$ cat src/rtl/srsd_pkg.sv
// ----------------------------------------------------------------------------
// Sensor display package
// Types, codes, segment tables and fixed-point helpers for the display block.
// ----------------------------------------------------------------------------
package srsd_pkg;

  localparam int RAW_W   = 16;
  localparam int TENTH_W = 11;
  localparam int DIGS_W  = 12;

  // Configuration register indexes
  localparam logic [1:0] CFG_DWELL    = 2'd0;
  localparam logic [1:0] CFG_PHASE    = 2'd1;
  localparam logic [1:0] CFG_GAP_TEMP = 2'd2;
  localparam logic [1:0] CFG_GAP_HUM  = 2'd3;

  localparam logic [7:0]  DWELL_RESET    = 8'd5;
  localparam logic [15:0] PHASE_RESET    = 16'd3000;
  localparam logic [15:0] GAP_TEMP_RESET = 16'd200;
  localparam logic [15:0] GAP_HUM_RESET  = 16'd500;

  // Showing codes
  localparam logic [1:0] SHOW_TEMP  = 2'd0;
  localparam logic [1:0] SHOW_HUM   = 2'd1;
  localparam logic [1:0] SHOW_BLANK = 2'd2;

  localparam logic [7:0] SEG_BLANK = 8'h00;
  localparam logic [7:0] SEG_SYM_C = 8'h58;
  localparam logic [7:0] SEG_SYM_H = 8'h76;

  localparam logic [10:0] TEMP_SCALE  = 11'd1750;
  localparam logic [10:0] HUM_SCALE   = 11'd1000;
  localparam logic [10:0] TEMP_OFFSET = 11'd450;

  typedef struct packed {
    logic load_in;
    logic load_val;
  } conv_ctl_t;

  typedef struct packed {
    logic               command;
    logic [TENTH_W-1:0] temp_tenths;
    logic [TENTH_W-1:0] hum_tenths;
  } conv_out_t;

  // floor(x / 65535) for x below 2^27: estimate low, then one correction.
  function automatic logic [TENTH_W-1:0] div_by_65535(input logic [27:0] x);
    logic [27:0] est_sum;
    logic [11:0] q;
    logic [27:0] rem;
    est_sum = x + {16'd0, x[27:16]};
    q       = est_sum[27:16];
    rem     = x - {q, 16'd0} + {16'd0, q};
    if (rem >= 28'd65535) begin
      q = q + 12'd1;
    end
    return q[TENTH_W-1:0];
  endfunction

  // Tens, units, tenths of a value up to 1300, each mod 10.
  function automatic logic [DIGS_W-1:0] pack_digits(input logic [TENTH_W-1:0] v);
    logic [23:0] p100;
    logic [23:0] p10;
    logic [3:0]  hundreds;
    logic [7:0]  tens_all;
    logic [3:0]  d_tens;
    logic [7:0]  d_units;
    logic [10:0] d_tenths;
    p100     = {13'd0, v} * 24'd5243;
    p10      = {13'd0, v} * 24'd6554;
    hundreds = p100[22:19];
    tens_all = p10[23:16];
    d_tens   = (hundreds >= 4'd10) ? hundreds - 4'd10 : hundreds;
    d_units  = tens_all - ({1'b0, hundreds, 3'b000} + {3'b000, hundreds, 1'b0});
    d_tenths = v - ({tens_all, 3'b000} + {2'b00, tens_all, 1'b0});
    return {d_tens, d_units[3:0], d_tenths[3:0]};
  endfunction

  function automatic logic [7:0] seg_of_digit(input logic [3:0] d);
    logic [7:0] s;
    case (d)
      4'd0:    s = 8'h3F;
      4'd1:    s = 8'h06;
      4'd2:    s = 8'h5B;
      4'd3:    s = 8'h4F;
      4'd4:    s = 8'h66;
      4'd5:    s = 8'h6D;
      4'd6:    s = 8'h7D;
      4'd7:    s = 8'h07;
      4'd8:    s = 8'h7F;
      4'd9:    s = 8'h6F;
      default: s = SEG_BLANK;
    endcase
    return s;
  endfunction

endpackage

$ cat src/rtl/srsd_conv.sv
// ----------------------------------------------------------------------------
// Sensor word converter
// Two register stages: request capture, then scaled values in tenths.
// ----------------------------------------------------------------------------
module srsd_conv (
  input  logic                                clk,
  input  srsd_pkg::conv_ctl_t                 ctl,
  input  logic                                command,
  input  logic [srsd_pkg::RAW_W-1:0]          raw_temperature,
  input  logic [srsd_pkg::RAW_W-1:0]          raw_humidity,
  output srsd_pkg::conv_out_t                 result
);
  import srsd_pkg::*;

  logic             in_command;
  logic [RAW_W-1:0] in_raw_t;
  logic [RAW_W-1:0] in_raw_h;
  logic [27:0]      t_prod;
  logic [27:0]      h_prod;
  logic [TENTH_W-1:0] t_q;
  logic [TENTH_W-1:0] h_q;
  conv_out_t        val_next;
  conv_out_t        val;

  always_ff @(posedge clk) begin
    if (ctl.load_in) begin
      in_command <= command;
      in_raw_t   <= raw_temperature;
      in_raw_h   <= raw_humidity;
    end
    if (ctl.load_val) begin
      val <= val_next;
    end
  end

  always_comb begin
    t_prod = {12'd0, in_raw_t} * {17'd0, TEMP_SCALE};
    h_prod = {12'd0, in_raw_h} * {17'd0, HUM_SCALE};
    t_q    = div_by_65535(t_prod);
    h_q    = div_by_65535(h_prod);
    val_next.command     = in_command;
    // clamp below-range temperatures to zero
    val_next.temp_tenths = (t_q >= TEMP_OFFSET) ? t_q - TEMP_OFFSET : '0;
    val_next.hum_tenths  = h_q;
  end

  assign result = val;

endmodule

$ cat src/rtl/sensor_reading_seven_segment_display.sv
// ----------------------------------------------------------------------------
// Sensor reading seven-segment display: a request's result passes the input register, the conversion
// register and the result register. One request per cycle while in_stall is low.
// Synchronous reset clears pipeline valids, digits and scan state, and loads register defaults.
// ----------------------------------------------------------------------------
module sensor_reading_seven_segment_display (
  input  logic                       clk,
  input  logic                       rst,
  input  logic                       in_valid,
  output logic                       in_stall,
  input  logic                       command,
  input  logic [srsd_pkg::RAW_W-1:0] raw_temperature,
  input  logic [srsd_pkg::RAW_W-1:0] raw_humidity,
  output logic                       out_valid,
  input  logic                       out_stall,
  output logic [3:0]                 digit_enable_n,
  output logic [7:0]                 segments,
  output logic [1:0]                 showing,
  input  logic                       cfg_valid,
  output logic                       cfg_ready,
  input  logic [1:0]                 cfg_index,
  input  logic [15:0]                cfg_data
);
  import srsd_pkg::*;

  typedef enum logic [1:0] {PH_TEMP, PH_GAP_T, PH_HUM, PH_GAP_H} phase_t;

  // configuration
  logic [7:0]  digit_dwell_ticks;
  logic [15:0] phase_ticks;
  logic [15:0] gap_after_temp_ticks;
  logic [15:0] gap_after_hum_ticks;

  // pipeline control
  logic      in_full;
  logic      val_full;
  logic      adv_out;
  logic      adv_val;
  logic      adv_in;
  conv_ctl_t ctl;
  conv_out_t conv;

  // display state
  phase_t            phase, phase_next;
  logic [15:0]       phase_count, phase_count_next;
  logic [7:0]        dwell_count, dwell_count_next;
  logic [1:0]        digit_index, digit_index_next;
  logic [DIGS_W-1:0] temperature_digits, temperature_digits_next;
  logic [DIGS_W-1:0] humidity_digits, humidity_digits_next;

  logic [15:0]       pc_inc;
  logic [7:0]        dwell_inc;
  logic [DIGS_W-1:0] cur_digits;
  logic [3:0]        nib;
  logic [3:0]        enable_n_next;
  logic [7:0]        segments_next;
  logic [1:0]        showing_next;

  assign adv_out   = !out_valid || !out_stall;
  assign adv_val   = !val_full || adv_out;
  assign adv_in    = !in_full || adv_val;
  assign in_stall  = !adv_in;
  assign ctl.load_in  = adv_in;
  assign ctl.load_val = adv_val;
  assign cfg_ready = 1'b1;

  srsd_conv u_conv (
    .clk             (clk),
    .ctl             (ctl),
    .command         (command),
    .raw_temperature (raw_temperature),
    .raw_humidity    (raw_humidity),
    .result          (conv)
  );

  // Result for the current state, with fresh digits on a sample request
  always_comb begin
    temperature_digits_next = temperature_digits;
    humidity_digits_next    = humidity_digits;
    if (conv.command) begin
      temperature_digits_next = pack_digits(conv.temp_tenths);
      humidity_digits_next    = pack_digits(conv.hum_tenths);
    end

    cur_digits = (phase == PH_TEMP) ? temperature_digits_next : humidity_digits_next;
    case (digit_index)
      2'd0:    nib = cur_digits[11:8];
      2'd1:    nib = cur_digits[7:4];
      default: nib = cur_digits[3:0];
    endcase

    if (phase == PH_GAP_T || phase == PH_GAP_H) begin
      enable_n_next = 4'hF;
      segments_next = SEG_BLANK;
      showing_next  = SHOW_BLANK;
    end else begin
      enable_n_next = ~(4'b0001 << digit_index);
      if (digit_index == 2'd3) begin
        segments_next = (phase == PH_TEMP) ? SEG_SYM_C : SEG_SYM_H;
      end else begin
        segments_next = seg_of_digit(nib);
      end
      showing_next = (phase == PH_TEMP) ? SHOW_TEMP : SHOW_HUM;
    end
  end

  // Scan and phase sequencing for a tick request
  always_comb begin
    phase_next       = phase;
    phase_count_next = phase_count;
    dwell_count_next = dwell_count;
    digit_index_next = digit_index;
    pc_inc    = (phase_count == 16'hFFFF) ? phase_count : phase_count + 16'd1;
    dwell_inc = dwell_count + 8'd1;

    if (!conv.command) begin
      case (phase)
        PH_GAP_T, PH_GAP_H: begin
          if (pc_inc >= ((phase == PH_GAP_T) ? gap_after_temp_ticks
                                             : gap_after_hum_ticks)) begin
            phase_next       = (phase == PH_GAP_T) ? PH_HUM : PH_TEMP;
            phase_count_next = '0;
            dwell_count_next = '0;
            digit_index_next = '0;
          end else begin
            phase_count_next = pc_inc;
          end
        end
        PH_TEMP, PH_HUM: begin
          phase_count_next = pc_inc;
          if (dwell_inc >= digit_dwell_ticks) begin
            dwell_count_next = '0;
            if (digit_index == 2'd3) begin
              digit_index_next = '0;
              // end the phase only at a scan boundary
              if (pc_inc >= phase_ticks) begin
                if (phase == PH_TEMP) begin
                  phase_next = (gap_after_temp_ticks == '0) ? PH_HUM : PH_GAP_T;
                end else begin
                  phase_next = (gap_after_hum_ticks == '0) ? PH_TEMP : PH_GAP_H;
                end
                phase_count_next = '0;
              end
            end else begin
              digit_index_next = digit_index + 2'd1;
            end
          end else begin
            dwell_count_next = dwell_inc;
          end
        end
        default: begin
          phase_next = phase;
        end
      endcase
    end
  end

  always_ff @(posedge clk) begin
    if (rst) begin
      in_full              <= 1'b0;
      val_full             <= 1'b0;
      out_valid            <= 1'b0;
      phase                <= PH_TEMP;
      phase_count          <= '0;
      dwell_count          <= '0;
      digit_index          <= '0;
      temperature_digits   <= '0;
      humidity_digits      <= '0;
      digit_dwell_ticks    <= DWELL_RESET;
      phase_ticks          <= PHASE_RESET;
      gap_after_temp_ticks <= GAP_TEMP_RESET;
      gap_after_hum_ticks  <= GAP_HUM_RESET;
    end else begin
      if (adv_in) begin
        in_full <= in_valid;
      end
      if (adv_val) begin
        val_full <= in_full;
      end
      if (adv_out) begin
        out_valid <= val_full;
        if (val_full) begin
          phase              <= phase_next;
          phase_count        <= phase_count_next;
          dwell_count        <= dwell_count_next;
          digit_index        <= digit_index_next;
          temperature_digits <= temperature_digits_next;
          humidity_digits    <= humidity_digits_next;
          digit_enable_n     <= enable_n_next;
          segments           <= segments_next;
          showing            <= showing_next;
        end
      end
      if (cfg_valid && cfg_ready) begin
        case (cfg_index)
          CFG_DWELL:    digit_dwell_ticks    <= cfg_data[7:0];
          CFG_PHASE:    phase_ticks          <= cfg_data;
          CFG_GAP_TEMP: gap_after_temp_ticks <= cfg_data;
          CFG_GAP_HUM:  gap_after_hum_ticks  <= cfg_data;
          default:      digit_dwell_ticks    <= digit_dwell_ticks;
        endcase
      end
    end
  end

endmodule

$ cat config.mk
export PLATFORM = sky130hd
export DESIGN_NAME = sensor_reading_seven_segment_display
export DESIGN_NICKNAME = d
export VERILOG_FILES = /design/src/rtl/srsd_pkg.sv /design/src/rtl/srsd_conv.sv /design/src/rtl/sensor_reading_seven_segment_display.sv
export SDC_FILE = /design/constraint.sdc
export NUM_CORES = 1
export LEC_CHECK = 0
export BUFFER_PORTS_ARGS = -buffer_cell sky130_fd_sc_hd__buf_2
export CORE_MARGIN = 2
export CORE_UTILIZATION = 60
export CTS_BUF_LIST = sky130_fd_sc_hd__clkbuf_8
export DETAILED_ROUTE_END_ITERATION = 10
export MAX_ROUTING_LAYER = met4
export PLACE_DENSITY = 0.77
export SLEW_MARGIN = 30
export SYNTH_ARGS = -nofsm -noshare
export SYNTH_HDL_FRONTEND = slang
export SYNTH_HIERARCHICAL = 1
export SYNTH_SLANG_ARGS = --single-unit
$ cat constraint.sdc
create_clock -name clk -period 14.65 [get_ports clk]
set_input_delay 0.7325 -clock clk [delete_from_list [all_inputs] [get_ports clk]]
set_output_delay 0.7325 -clock clk [all_outputs]
set_load 0.03 [all_outputs]
======== Word-level counts from Yosys, hierarchy flattened ========
Memories as Yosys holds them, arrays and structs flattened.
Index checks and enable logic that the tools add are counted.
storage, ports and cells
  output and inout port bits .............. 17
  bits in registers ....................... 181
  logic and storage cells ................. 136
  memory bits (read-only) ................. 112
  input bits .............................. 56
  memories ................................ 1
operators by class
  shift-type cells ........................ 1
  bitwise gates (word level) .............. 3
  add/sub/neg operators ................... 22
  muxes and demuxes ....................... 34
  reduce and logical (&&, ||, !) cells .... 26
  equality and inequality tests ........... 13
  $lt $le $gt $ge ......................... 8
  multipliers ............................. 6
memory list
  memory           words  width  rd ports  clocked after Yosys merged registers in  wr ports  RTL line        text
  (no name shown)  16     7      1         0                                        0         srsd_pkg.sv:81  case (d)
operators with widths
  cell                      count
  $mux W16                  6
  $add A28 B12 Y28          2
  $ge A28 B16 Y1 const B    2
  $mul A11 B13 Y23 const B  2
  $mul A11 B12 Y19 const B  2
  $mux W12                  3
  $ge A16 B16 Y1            2
  $logic_not A16 Y1         2
  $pmux W16 S2              1
  $add A27 B11 Y28          1
  $sub A26 B28 Y28          1
  $sub A27 B28 Y28          1
  $add A26 B10 Y27          1
  $mul A16 B10 Y26 const B  1
  $mux W8                   3
  $mul A16 B7 Y23 const B   1
  $add A11 B1 Y11 const B   2
  $mux W11                  2
  $mux W2                   11
  $add A16 B1 Y16 const B   1
  $add A4 B4 Y4             4
  $eq A16 B16 Y1 const B    1
  $pmux W8 S2               1
  $sub A4 B4 Y4             4
  27 further kinds          56

======== Longest topological paths before layout ========
Gate-level depths: netlist of the first run.
An unclocked memory read counts as a cell.
  word-level depth ........................ 8
  mapped depth ............................ 53
  gate-level depth less buffers ........... 49

======== By module ========
Netlist of the first run, hierarchy kept.
modules (own cells, without submodules)
  module                                cells an instance  area each (µm²)  instances  sequential area each (µm²)
  sensor_reading_seven_segment_display  1715               15257.1          1          2612.5
  srsd_conv                             1562               13694.4          1          1681.6

======== Worst setup path before layout of the first run ========
Ideal clock, no wire load.
  path kind ............................... reg-to-reg
  start point ............................. register u_conv.in_raw_t[9]
  end point ............................... register u_conv.val (netlist bit u_conv/result[18]) (data pin)
  cell stages (with the launch flop) ...... 53
  path buffers ............................ 4
  arrival ................................. 11.214 ns
  library setup time ...................... 0.253 ns
  data required time ...................... 14.397 ns
  setup slack ............................. 3.183 ns
  period minus slack after synthesis ...... 11.467 ns
  path through ............................ edfxtp_1 -> ha_1 -> fa_1 -> inv_1 -> fa_1 -> inv_1 -> fa_1 -> inv_1 -> fa_1 -> inv_1 -> ha_1 -> buf_2 -> a21oi_1 -> o21ai_1 -> a32oi_1 -> a31oi_2 -> and4_1 -> nor4_4 -> [17 not listed] -> o2111ai_1 -> nand3b_1 -> xor2_1 -> or4_1 -> and4_1 -> nand4_1 -> mux2i_4 -> buf_6 -> nor2_1 -> xnor2_1 -> ha_1 -> nand4_1 -> a211o_1 -> a211oi_1 -> a32o_1 -> buf_6 -> nand4b_1 -> nand2_1
on the way
  longest elaborated chain between the ends .. 7
  elaborated cells between the ends (all ways) .. 9
  those cells by class .................... 5 x add/sub; 1 x mul; 2 x order compare; 1 x mux
ends and longest elaborated chain
  element                                                  RTL line         text
  from (decl)                                              srsd_conv.sv:16  logic [RAW_W-1:0] in_raw_t;
  from (signal assigned)                                   srsd_conv.sv:28  in_raw_t <= raw_temperature;
  $mul A16 B10 Y26 *                                       srsd_conv.sv:37  t_prod = {12'd0, in_raw_t} * {17'd0, TEMP_SCALE};
  $add A27 B11 Y28                                         srsd_pkg.sv:51   est_sum = x + {16'd0, x[27:16]};
  $sub A27 B28 Y28                                         srsd_pkg.sv:53   rem = x - {q, 16'd0} + {16'd0, q};
  $add A28 B12 Y28                                         srsd_pkg.sv:53
  $ge A28 B16 Y1                                           srsd_pkg.sv:54   if (rem >= 28'd65535) begin
  $mux W11 *                                               srsd_pkg.sv:54
  $sub A11 B9 Y11 / $ge A11 B9 Y1 (equally long branches)  srsd_conv.sv:43  val_next.temp_tenths = (t_q >= TEMP_OFFSET) ? t_q - TEMP_OFFSET : '0;
  to (signal assigned)                                     srsd_conv.sv:32  val <= val_next;
  to (decl)                                                srsd_conv.sv:23  conv_out_t val;
Mark *: on every way between the ends. The rest lies on a longest branch, timed or not.
A chain may end at the register's enable or synchronous reset.

======== Worst setup path in the final report of the first run ========
Ends and elaborated chain as after synthesis.

==> flow_summary.yaml, run 1 <==
yosys:
  synth.avg_cell_area_sq_um: 8.835
  synthesis.nets: 4137
  synth_area_leaders: "ha_1 (24%), fa_1 (17%), dfxtp_1 (7.7%)"
  yosysSeqAreaShare_pct: 14.83
  ys_ff_latch: 180
  synth_ff_type: "dfxtp_1"
  ys_warn_count: 6
  synth.most_common_cell: "inv_1"
  yosysTopAreaCellShare_pct: 24.03
  synthCells: 3277
  synth_common_cells: "inv_1 (557), ha_1 (556), nand2_1 (260)"
  yosysTopAreaCell: "ha_1"
  synthesis.area_sq_um: 28950
  ys_types: 116
  synth-edff-count: 69
  synthArstFlopShare_pct: 0
sta:
  worst_slew_pin_slew_ns: 0.9166
  grt_setup_unrepaired: "no"
  drv_slew: 0
  finalHoldViolations: 0
  fin_setup_tns_ns: 0
  final.period_utilization_pct: 88.97
  fin_ws_ns: 1.617
  fmax_ghz: 0.07673
  slew_headroom_pct: 37.93
  skew_ns: 0.03724
  setup_viol: 0
  period_needed_ns: 13.03
critical_path:
  arrival_ns: 13.32
  end_kind: "register"
  cpPeakStageDelay_ns: 0.58
  cp_common_cell: "ha_1"
  crit_path_start_kind: "register"
  cp_data_required_time_ns: 14.93
  crit_slowest_cell: "mux2i_4"
  crit_fanout: 19
  crit_type: "reg -> reg"
cts:
  cts_made_buffers: 17
  path_clk_slew_ns: 0.11
  cts_max_path_buffers: 2
  cts_sinks: 180
  cts_tree: "built"
  insertion_delay_ns: 0.52
  post_cts.repair.setup_buffers: 0
  cts_root_buf: "clkbuf_8"
  h-tree-depth: 4
  hold_buffers: 0
  cts.repair.resized: 0
final_layout:
  area_growth_pct: 4.447
  drive_gt1_share_pct: 5.889
  fin_nets: 4158
  fin_cells: 3927
  utilization_pct: 63.47
route:
  routed_wirelength_microns: 68390
  post-route-drc-count: 0
  routedWlPerCell_microns: 17.41
  num_vias: 23350
  avgViaCountPerCell: 5.946
  drtAntennaViolNets: 0
  drt_pass1_iterations: 8
  drt_iter0_drc: 1610
placement:
  gp_congestion: 0.9738
  pre_cts_slack_ns: 1.850
  hpwlAfterDp_microns: 56780
  dpl.cell_count: 3893
  io_buffers: 70
die:
  die_w_microns: 223.7
  boundaryPins: 73
  dieArea_sq_um: 50030
  core-area_sq_um: 47650
  initial_core_util_pct: 60.76
  die_h_microns: 223.7
  row_count: 80
status:
  status: "complete, no violations"
global_route:
  grt.total_usage_pct: 28.79
  grt_overflow: 0
  antenna_found_initial: 1
  grt_pass1_vias: 23614
  grt_start_max_net_pins: 92
  grt_pass1_wl_microns: 115100
worst_hold_path:
  hold_path.class: "in -> reg"
run:
  drv_cap: 0
## metrics by stage
stage | hold WS [ns] | area [sq um]
floorplan | 0.4003 | 28950
global placement | 0.4037 | 29790
detailed placement | 0.4165 | 29800
CTS | 0.3489 | 30200
global route | 0.3531 | 30240
finish | 0.3937 | 30240
## layout make-up
type                       instances  area [sq um]
inverter                         562          2110
multi-input combinational       2459         22240
fill                            3947         17410
timing repair buffer              78         430.4
clock buffer                      17         234.0
clock inverter                    15         163.9
tap                              615         769.5
sequential                       180          4294
antenna                            1         2.502
## path summary, 6_finish.rpt
check | endpoint | start | depth (start not counted) | slack [ns]
max | u_conv/result[18] | u_conv/in_raw_t[9] | 47 | 1.62
min reg2reg | u_conv/result[22] | u_conv/in_command | 0 | 0.44
min | u_conv/in_raw_t[8] | raw_temperature[8] | 1 | 0.39
max reg2reg | u_conv/result[18] | u_conv/in_raw_t[9] | 47 | 1.62
## routing by layer
metal	GRT usage (%)	part of all wire, %
met1	37.19	45
met2	48.30	48
met3	2.886	4.3
met4	8.108	2.6
met5	-	0
## logic make-up (layout without fill, tap and decap cells)
| family | after synthesis | in the layout | synth area share, % |
|---|---|---|---|
| DFF | 180 | 180 | 14.83 |
| and+or+nand+nor | 838 | 838 | 14.45 |
| AOI/OAI and AO/OA | 597 | 597 | 13.74 |
| other | 2 | 3 | 0.02594 |
| muxes | 51 | 51 | 2.010 |
| buffers and inverters | 638 | 672 | 8.466 |
| adders and majority gates | 804 | 804 | 41.18 |
| xor gates and xnor gates | 167 | 167 | 5.294 |
## cells in the final DEF (no fill, tap or decap), drive strengths merged, types with 29 or more instances in the layout
master,instances
nand3,83
a211oi,38
xor2,44
dfxtp,111
ha,556
fa,248
a21o,49
edfxtp,69
inv,567
mux2i,40
a31oi,29
nand2b,31
nor2,166
o21ai,105
nand4,47
nor3,52
buf,78
and3,38
nor4,30
a21oi,201
nand2,262
xnor2,122
## critical path: cells and delay by family, from the launching register on
family	cells	cell delay (ns)
compound gates	13	3.47
fa+ha+maj	11	4.66
mux	2	0.89
simple gates	14	2.52
flops	1	0.49
buf+inv	7	0.74
## sequential cells by signal (all words and copies together), names as in the netlist, 4 cells and up
| signal | flops |
|---|---|
| u_conv/result | 23 |
| gap_after_hum_ticks | 16 |
| gap_after_temp_ticks | 16 |
| phase_count | 16 |
| phase_ticks | 16 |
| u_conv/in_raw_h | 16 |
| u_conv/in_raw_t | 16 |
| humidity_digits | 12 |
| temperature_digits | 12 |
| digit_dwell_ticks | 8 |
| dwell_count | 8 |
| segments | 7 |
| digit_enable_n | 4 |
Power of run 1 is not shown: default switching activity piles up to over one toggle a cycle in this logic, so the estimate is an artifact.
==> inputs of run 2 (changes only) <==
PLACE_DENSITY = 0.89   (was 0.77)
==> flow_summary.yaml, run 2 (synthesized netlist as in run 1, its figures left out) <==
status:
  status: "complete, no violations"
die:
  core-area_sq_um: 47650
  die_h_microns: 223.7
  row_count: 80
  die_w_microns: 223.7
  boundaryPins: 73
  initial_core_util_pct: 60.76
  dieArea_sq_um: 50030
sta:
  final.period_utilization_pct: 89.04
  setup_viol: 0
  fin_setup_tns_ns: 0
  finalHoldViolations: 0
  period_needed_ns: 13.04
  drv_slew: 0
  fmax_ghz: 0.07666
  worst_slew_pin_slew_ns: 1.015
  grt_setup_unrepaired: "no"
  slew_headroom_pct: 32.33
  skew_ns: 0.03841
final_layout:
  area_growth_pct: 4.486
  drive_gt1_share_pct: 5.920
  largest_register_ffs: 23
  layout_common_cells: "inv_1 (556), ha_1 (556), nand2_1 (259), fa_1 (248), a21oi_1 (195)"
  fin_nets: 4158
placement:
  io_buffers: 70
  gp_congestion: 0.9688
  hpwlAfterDp_microns: 56890
cts:
  path_clk_slew_ns: 0.13
  hold_buffers: 0
  cts_root_buf: "clkbuf_8"
  cts_max_path_buffers: 2
  post_cts.repair.setup_buffers: 0
  cts_sinks: 180
  cts_tree: "built"
  cts_made_buffers: 17
  insertion_delay_ns: 0.56
  h-tree-depth: 4
  cts.repair.resized: 0
route:
  routedWlPerCell_microns: 17.65
  routed_wirelength_microns: 69300
  post-route-drc-count: 0
  avgViaCountPerCell: 5.993
  drt_pass1_iterations: 5
  drtAntennaViolNets: 0
  num_vias: 23536
  drt_iter0_drc: 1709
critical_path:
  cpPeakStageDelay_ns: 0.61
  crit_buf_inv: 5
  end_kind: "register"
  cp_top_family: "adder cells"
  arrival_ns: 13.36
  cp_data_required_time_ns: 14.97
  crit_fanout: 19
  timing.reg2reg.setup_slack_ns: 1.61
  cp_common_cell: "ha_1"
  crit_path_start_kind: "register"
  crit_slowest_cell: "fa_1"
  crit_type: "reg -> reg"
worst_hold_path:
  hold_path.class: "in -> reg"
global_route:
  grt_pass1_wl_microns: 115400
  grt.total_usage_pct: 28.98
  antenna_found_initial: 1
  grt_overflow: 0
  grt_pass1_vias: 23975
  grt_start_max_net_pins: 92
run:
  drv_cap: 0
-- run 2: metrics by stage --
step	area, sq um	util (%)	setup slack, ns	hold WS (ns)	cells
5_1_grt	30250	63.49	0.7870	0.3204	3927
3_5_place_dp	29800	62.54	1.793	0.4079	3894
6_report	30250	63.49	1.605	0.3372	3927
3_3_place_gp	29790	62.53	2.252	0.4054	3894
4_1_cts	30240	63.46	1.745	0.3151	3926
2_1_floorplan	28950	-	3.183	0.4003	3277
-- run 2: final timing paths --
kind                        endpoint  cells after the start               start
setup reg to reg   u_conv/result[18]                     47  u_conv/in_raw_t[9]
hold reg to reg    u_conv/result[22]                      0   u_conv/in_command
setup / recovery   u_conv/result[18]                     47  u_conv/in_raw_t[9]
hold / removal    u_conv/in_raw_h[0]                      1     raw_humidity[0]
-- run 2: layout make-up --
cell class	count	area, sq um
clock inverters	15	203.9
fillers	3747	17400
well taps	615	769.5
multi-input cells	2459	22230
repair buffers	78	410.4
inverters	562	2110
flip-flops and latches	180	4294
diodes	1	2.502
clock buffers	17	234.0
-- run 2: layer usage --
metal	wire, microns	GRT usage [%]
met5	0	-
met4	2702	12.32
met3	3616	3.555
met2	34570	50.03
met1	28410	34.20
Power of run 2 is left out for the same reason.
